`src/rtl/vhcs_pkg.sv`:
```
// Shared types and constants for the half-grid circular shift block.
// No dependencies; every other file takes names from here by scope.
`default_nettype none

package vhcs_pkg;

    localparam int CFG_W    = 6;
    localparam int IDX_W    = 2;
    localparam int SAMPLE_W = 64;

    typedef enum logic [IDX_W-1:0] {
        CFG_SHIFT_ALL = 2'd0,
        CFG_SIZE_X    = 2'd1,
        CFG_SIZE_Y    = 2'd2,
        CFG_SIZE_Z    = 2'd3
    } t_cfg_idx;

    typedef enum logic {
        MODE_LOAD = 1'b0,
        MODE_EMIT = 1'b1
    } t_mode;

    typedef struct packed {
        logic             shift_all;
        logic [CFG_W-1:0] size_x;
        logic [CFG_W-1:0] size_y;
        logic [CFG_W-1:0] size_z;
    } t_cfg;

endpackage

`default_nettype wire

```
`src/rtl/vhcs_axis.sv`:
```
// One axis of a walk: effective size, coordinate fit, half shift and step.
// Depends on vhcs_pkg.
`default_nettype none

module vhcs_axis #(
    parameter  int MAX = 32,
    localparam int CW  = (MAX > 1) ? $clog2(MAX) : 1
) (
    input  wire logic [vhcs_pkg::CFG_W-1:0] i_size,
    input  wire logic [CW-1:0]              i_coord,
    input  wire logic                       i_shift_en,
    input  wire logic                       i_inc,
    output logic      [CW-1:0]              o_shifted,
    output logic      [CW-1:0]              o_next,
    output logic                            o_is_last,
    output logic                            o_carry
);

    localparam int KW = ((CW > vhcs_pkg::CFG_W) ? CW : vhcs_pkg::CFG_W) + 1;

    logic [vhcs_pkg::CFG_W-1:0] g;
    logic [KW-1:0]              g_ext;
    logic [KW-1:0]              fit_ext;
    logic [KW-1:0]              s_sum;
    logic [CW-1:0]              c_fit;

    always_comb begin
        if (i_size == '0) begin
            g = vhcs_pkg::CFG_W'(1);
        end else if (int'(i_size) > MAX) begin
            g = vhcs_pkg::CFG_W'(MAX);
        end else begin
            g = i_size;
        end
        g_ext   = KW'(g);
        c_fit   = (KW'(i_coord) >= g_ext) ? '0 : i_coord;
        fit_ext = KW'(c_fit);
        s_sum   = fit_ext + KW'(g >> 1);
        if (s_sum >= g_ext) begin
            s_sum = s_sum - g_ext;
        end
        o_shifted = i_shift_en ? CW'(s_sum) : c_fit;
        o_is_last = (fit_ext == g_ext - KW'(1));
        o_carry   = i_inc && o_is_last;
        if (!i_inc) begin
            o_next = c_fit;
        end else if (o_is_last) begin
            o_next = '0;
        end else begin
            o_next = CW'(fit_ext + KW'(1));
        end
    end

endmodule

`default_nettype wire

```
`src/rtl/vhcs_walk.sv`:
```
// Raster walk over the volume: position registers and per-axis arithmetic.
// Depends on vhcs_pkg and vhcs_axis.
`default_nettype none

module vhcs_walk #(
    parameter  int MAX_X = 32,
    parameter  int MAX_Y = 32,
    parameter  int MAX_Z = 32,
    localparam int CWX   = (MAX_X > 1) ? $clog2(MAX_X) : 1,
    localparam int CWY   = (MAX_Y > 1) ? $clog2(MAX_Y) : 1,
    localparam int CWZ   = (MAX_Z > 1) ? $clog2(MAX_Z) : 1,
    localparam int AW    = CWX + CWY + CWZ
) (
    input  wire logic           i_clk,
    input  wire logic           i_rst_n,
    input  wire vhcs_pkg::t_cfg i_cfg,
    input  wire logic           i_shift_en,
    input  wire logic           i_step,
    output logic [AW-1:0]       o_addr,
    output logic                o_last
);

    logic [CWX-1:0] r_x, n_x, sx;
    logic [CWY-1:0] r_y, n_y, sy;
    logic [CWZ-1:0] r_z, n_z, sz;
    logic           lx, ly, lz;
    logic           cx, cy, cz;

    vhcs_axis #(.MAX(MAX_Z)) u_axis_z (
        .i_size(i_cfg.size_z), .i_coord(r_z), .i_shift_en(i_shift_en),
        .i_inc(1'b1), .o_shifted(sz), .o_next(n_z), .o_is_last(lz), .o_carry(cz)
    );

    vhcs_axis #(.MAX(MAX_Y)) u_axis_y (
        .i_size(i_cfg.size_y), .i_coord(r_y), .i_shift_en(i_shift_en && i_cfg.shift_all),
        .i_inc(cz), .o_shifted(sy), .o_next(n_y), .o_is_last(ly), .o_carry(cy)
    );

    vhcs_axis #(.MAX(MAX_X)) u_axis_x (
        .i_size(i_cfg.size_x), .i_coord(r_x), .i_shift_en(i_shift_en && i_cfg.shift_all),
        .i_inc(cy), .o_shifted(sx), .o_next(n_x), .o_is_last(lx), .o_carry(cx)
    );

    assign o_addr = {sx, sy, sz};
    assign o_last = lx && ly && lz && !(cx && !cx);

    always_ff @(posedge i_clk) begin
        if (!i_rst_n) begin
            r_x <= '0;
            r_y <= '0;
            r_z <= '0;
        end else if (i_step) begin
            r_x <= n_x;
            r_y <= n_y;
            r_z <= n_z;
        end
    end

endmodule

`default_nettype wire

```
`config.mk`:
```
export PLATFORM = sky130hd
export DESIGN_NAME = vhcs_walk
export DESIGN_NICKNAME = d
export VERILOG_FILES = /design/src/rtl/vhcs_pkg.sv /design/src/rtl/vhcs_axis.sv /design/src/rtl/vhcs_walk.sv
export SDC_FILE = /design/constraint.sdc
export NUM_CORES = 1
export LEC_CHECK = 0
export ABC_AREA = 1
export BUFFER_PORTS_ARGS = -buffer_cell sky130_fd_sc_hd__buf_2
export CAP_MARGIN = 0
export CORE_MARGIN = 1.5
export CORE_UTILIZATION = 39
export DETAILED_ROUTE_END_ITERATION = 16
export MAX_ROUTING_LAYER = met4
export PLACE_DENSITY = 0.62
export SETUP_SLACK_MARGIN = 0.3
export SYNTH_ARGS = -nofsm -noshare
export SYNTH_HDL_FRONTEND = slang
export SYNTH_SLANG_ARGS = --single-unit
```
`constraint.sdc`:
```
create_clock -name i_clk -period 5.3 [get_ports i_clk]
set_input_delay 0.795 -clock i_clk [delete_from_list [all_inputs] [get_ports i_clk]]
set_output_delay 0.795 -clock i_clk [all_outputs]
set_load 0.01 [all_outputs]
```
; Word level (Yosys, flattened, before mapping)
; Index checks and enable logic that the tools add are counted.
[classes]
n_lt_le_gt_ge = 9
n_addsub = 12
n_reduce_logical = 7
muxes = 20
eq_ne = 3
[op_table]
columns = op, count
row1 = $mux 5, 14
row2 = $mux 6, 6
row3 = $eq 5x7->1, 3
row4 = $sub 6x1->7 const B, 3
row5 = $add 5x5->6, 3
row6 = $ge 5x6->1, 3
row7 = $ge 6x6->1, 3
row8 = $gt 6x6->1 const B, 3
row9 = $logic_not 6->1, 3
row10 = $add 5x1->5 const B, 3
row11 = $sub 5x5->5, 3
row12 = $logic_and 1x1->1, 4
[word_totals]
register_bits = 15
input_bits = 23
word_cells = 54
out_inout_bits = 16

; Longest topological paths before layout
[logic_depth]
depth_word = 9
ltp_mapped = 31
depth_no_buf = 31

; Modules after synthesis
; A second synthesis with hierarchy kept.
[hier_totals]
cells_unflattened = 667
hier_area_um2 = 3913.8
[modules_own_cells]
columns = mod, area_per_inst_um2, instances, cells_per_inst, seq_area_each_um2
row1 = vhcs_axis at u_axis_x, 1116.1, 1, 191, 0.0
row2 = vhcs_axis at u_axis_z, 1074.8, 1, 191, 0.0
row3 = vhcs_axis at u_axis_y, 1072.3, 1, 187, 0.0
row4 = vhcs_walk, 650.6, 1, 98, 300.3

; Worst setup path after synthesis
; Ideal clock, no wire load.
[synth_timing]
path_kind = input -> output
start = in i_cfg[7] (netlist name)
end = out o_addr[6]
cell_stages = 27
required_ns = 4.505
path_buffers = 0
path_slack_ns = 0.248
arrival_ns = 4.257
path_cell_list = nor2_1 > nand3_1 > a21oi_1 > ha_1 > inv_1 > nand2_1 > nand2_1 > nand2_1 > nand2_2 > nand3_1 > inv_1 > ha_1 > ha_1 > inv_1 > nand2_1 > nand2_1 > a21oi_1 > xor2_1 > inv_2 > ha_1 > nand2_1 > inv_1 > a221oi_1 > nand3_1 > inv_1 > nor2_1 > o31ai_1
[synth_between]
elab_chain_cells = 9
word_cells_on_any_way = 11
cone_classes = add/sub (2) / order compare (3) / mux (5) / reduce/logical (1)
[synth_lines]
columns = item, line
row1 = "start, declared", vhcs_walk.sv:16  ; input wire vhcs_pkg::t_cfg i_cfg,
row2 = $gt 6x6->1, vhcs_axis.sv:30  ; end else if (int'(i_size) > MAX) begin
row3 = $mux 6, vhcs_axis.sv:30
row4 = $mux 6 *, vhcs_axis.sv:28  ; if (i_size == '0) begin
row5 = $ge 5x6->1, vhcs_axis.sv:36  ; c_fit = (KW'(i_coord) >= g_ext) ? '0 : i_coord;
row6 = $mux 5, vhcs_axis.sv:36
row7 = $add 5x5->6, vhcs_axis.sv:38  ; s_sum = fit_ext + KW'(g >> 1);
row8 = $sub 5x5->5 or $ge 6x6->1 (tied branches), "vhcs_axis.sv:40, vhcs_axis.sv:39"
row9 = $mux 5, vhcs_axis.sv:39  ; if (s_sum >= g_ext) begin
row10 = $mux 5 *, vhcs_axis.sv:42  ; o_shifted = i_shift_en ? CW'(s_sum) : c_fit;
row11 = "end, declared", vhcs_walk.sv:19  ; output logic [AW-1:0] o_addr,
; Every way passes the cells marked *; elsewhere a longest branch is shown, timed or not.

; Final worst setup path
[layout_timing]
start = in i_cfg[8] (netlist name)
end = out o_addr[6]
; Same word-level chain as after synthesis.

==> metrics.md <==
| Metric | Value |
|---|---|
| Syn nets | `735` |
| Synthesis-to-finish area growth | `47.4%` |
| Die Wd | `102 µm` |
| Pins Over Slew Limit | `0` |
| GP Congestion | `0.967` |
| Finished Cell Area | `5610 µm²` |
| Sequential share of the synthesized area | `0.0789` |
| P per Cell Area | `127 nW/µm²` |
| Die area | `10400 µm²` |
| Synth async-reset ratio | `0` |
| Final ANT Viol Nets | `0` |
| Leak Pwr | `2.86 nW` |
| Root Buffer | `clkbuf_8` |
| Final hold violation count | `0` |
| Num CTS Buffers | `3` |
| RSZ-0062 raised after global routing | `true` |
| CTS H-tree depth | `1` |
| Tcrit/Tclk final | `0.959` |
| WP depth | `30` |
| WL/cell | `13.4 µm` |
| CP bufs+invs | `7` |
| Crit-path leading delay family | `simple AND/OR/NAND/NOR gates` |
| Die H | `102 µm` |
| Worst hold path type | `reg -> reg` |
| Placed cell count | `854` |
| Highest clock rate | `197 MHz` |
| Synth cell types | `43` |
| Reg2reg end | `r_x[0]` |
| FF-to-FF path depth | `20` |
| Max_slew headroom | `0.657` |
| Initial antenna violation count | `0` |
| Clock-pin slew on the worst setup and hold paths | `0.06 ns` |
| Port bufs | `38` |
| Diode count | `0` |
| Post-synthesis cell area | `3800 µm²` |
| Fin crit period | `5.08 ns` |
| EDFF count, synth | `0` |
| Vias/cell | `5.11` |
| Final cell count without fillers | `897` |
| Gate count of the mapped netlist | `656` |
| Core Footprint | `9330 µm²` |
| Worst-margin pin slew | `0.513 ns` |
| VDD IR-drop max | `120 µV` |
| CP max stage cell | `ha_4` |
| Worst Setup EP | `o_addr[6]` |
| Grt total ovfl | `0` |
| Flops & latches, synth | `15` |
| DR vias | `4583` |
| Number of top-level pins | `39` |
| Max Cap Violations | `0` |
| Crit Path Max Fanout | `8` |
| Synth top cells by count | `nand2_1 (198), inv_1 (109), nand3_1 (57)` |
| Layout Skew | `0.00221 ns` |
| Synth warn | `0` |
| Synth Flop Type | `dfxtp_1` |
| Number of remaining DRC errors | `0` |
| Synth area leaders | `nand2_1 (20%), ha_1 (17%), inv_1 (11%), dfxtp_1 (7.9%), nand3_1 (7.5%)` |
| Drt first-iter violations | `181` |
| Area leader, netlist | `nand2_1` |
| Clock Path Buffers | `2` |
| Slowest cell delay on critical path | `0.27 ns` |
| Yosys top cell area share | `0.195` |
| Power, Total | `715 µW` |
| CP required | `4.51 ns` |
| CP startpoint | `i_cfg[8]` |
| First-pass GRT wire length | `18.7 mm` |
| Worst skew pair latency | `0.24 ns` |
| Vias in the first global route | `4186` |
| Setup crit start kind | `input pin` |
| DRT Pass-1 Iters | `6` |
| Initial Util | `0.408` |
| R2R Setup Slk | `2.54 ns` |
| Most numerous cell in the Yosys netlist | `nand2_1` |
| Final HPWL DP | `8.75 mm` |
| Routed wire length | `12.0 mm` |
| Status | `finished clean` |
| Final Util | `0.601` |
| Critical path arrival | `4.29 ns` |
| Fin Setup TNS | `0 ns` |
| Row cnt | `35` |
| Crit end category | `output pin` |
| CP most frequent cell | `nand2_2` |
| Share of cells above drive strength 1 | `0.384` |
| Mean Syn Cell Area | `5.80 µm²` |
| Largest net degree at the start of global routing | `18` |
| Final-report setup violation count | `0` |
| Sink Count | `15` |
| Overall Global Routing Usage | `0.228` |
| TritonCTS clock tree | `built` |
| Post-layout net count | `848` |
| Area after DPL | `4420 µm²` |
| Worst r2r src | `r_y[0]` |
| CP Class | `in -> out` |
[cell families (layout without fill, tap and decap cells)]
logic type                 count (synthesis)  count (layout)  synth area share
DFF                                       15              15            0.0789
xor gates and xnor gates                  25              25            0.0595
adders and majority gates                 56              56             0.190
AOI/OAI and AO/OA                         86              86             0.133
buffers and inverters                    126             237             0.129
and+or+nand+nor                          348             349             0.410
[final cells by class]
class	instances	area, µm²
Clock buffer	4	45.0
Fill cell	868	3720
Inverter	116	453
Multi-Input combinational cell	516	3750
Sequential cell	15	300
Tap cell	129	161
Timing Repair Buffer	117	903
[worst min path at each step]
stage          cells after the start  slack [ns]  startpoint     end
2_1_floorplan                      2        0.46      r_y[4]  r_y[4]
3_3_place_gp                       2        0.50      r_y[4]  r_y[4]
3_5_place_dp                       2        0.50      r_y[4]  r_y[4]
4_1_cts                            2        0.51      r_y[4]  r_y[4]
5_1_grt                            2        0.55      r_y[4]  r_y[4]
6_report                           2        0.51      r_y[4]  r_y[4]
[routing by layer]
layer | track usage | share of wire | up-vias
met4 | 0.0150 | 0.0071 | 0
met5 | - | 0 | -
li1 | - | - | 2335
met3 | 0.0200 | 0.032 | 11
met1 | 0.292 | 0.45 | 2153
met2 | 0.404 | 0.51 | 84
[what timing repair did]
item / 4_1_cts / 5_1_grt
pin swaps: 42 / 91
hold buffers: 0 / 0
gates resized for setup: 85 / 141
gates cloned: 2 / 0
buffers inserted: 20 / 17
endpoints found under the setup margin: 15 / 15
[state kept, by name (all words and copies together) (netlist names)]
register	count
r_z	5
r_x	5
r_y	5
[cell usage in the layout, fill, tap and decap left out, drive strengths merged]
cell type,instances
nand4,16
o211ai,8
nor2,56
a21boi,2
dfxtp,15
fa,3
a21oi,36
buf,116
a221oi,1
o21ai,30
a21o,1
a31oi,1
and2,1
inv,113
o21bai,4
ha,53
or2,2
nor3,1
xnor2,9
a211oi,1
clkbuf,5
nand3,64
o31ai,1
clkinv,3
nand2,207
o22ai,1
nand3b,2
xor2,16
[power breakdown]
| group | switching, mW | internal [mW] | total (mW) |
|---|---|---|---|
| sequential | 0.00548 | 0.116 | 0.121 |
| combinational | 0.277 | 0.225 | 0.502 |
| clock | 0.0383 | 0.0532 | 0.0915 |
| total | 0.321 | 0.394 | 0.715 |
[per-stage QoR]
step / hold WS, ns / setup WS, ns
2_1_floorplan: 0.463 / 0.309
3_3_place_gp: 0.495 / -0.0183
3_5_place_dp: 0.500 / -0.0888
4_1_cts: 0.509 / 0.264
5_1_grt: 0.549 / -0.0172
6_report: 0.505 / 0.215
[worst min-delay path: cells and delay by family, from the launching register on]
kind,cells,cell delay [ns]
AO/OA/AOI/OAI,1,0.06
flip-flops,1,0.33
AND/OR/NAND/NOR,1,0.07
Power figures use the tool's default switching activity.
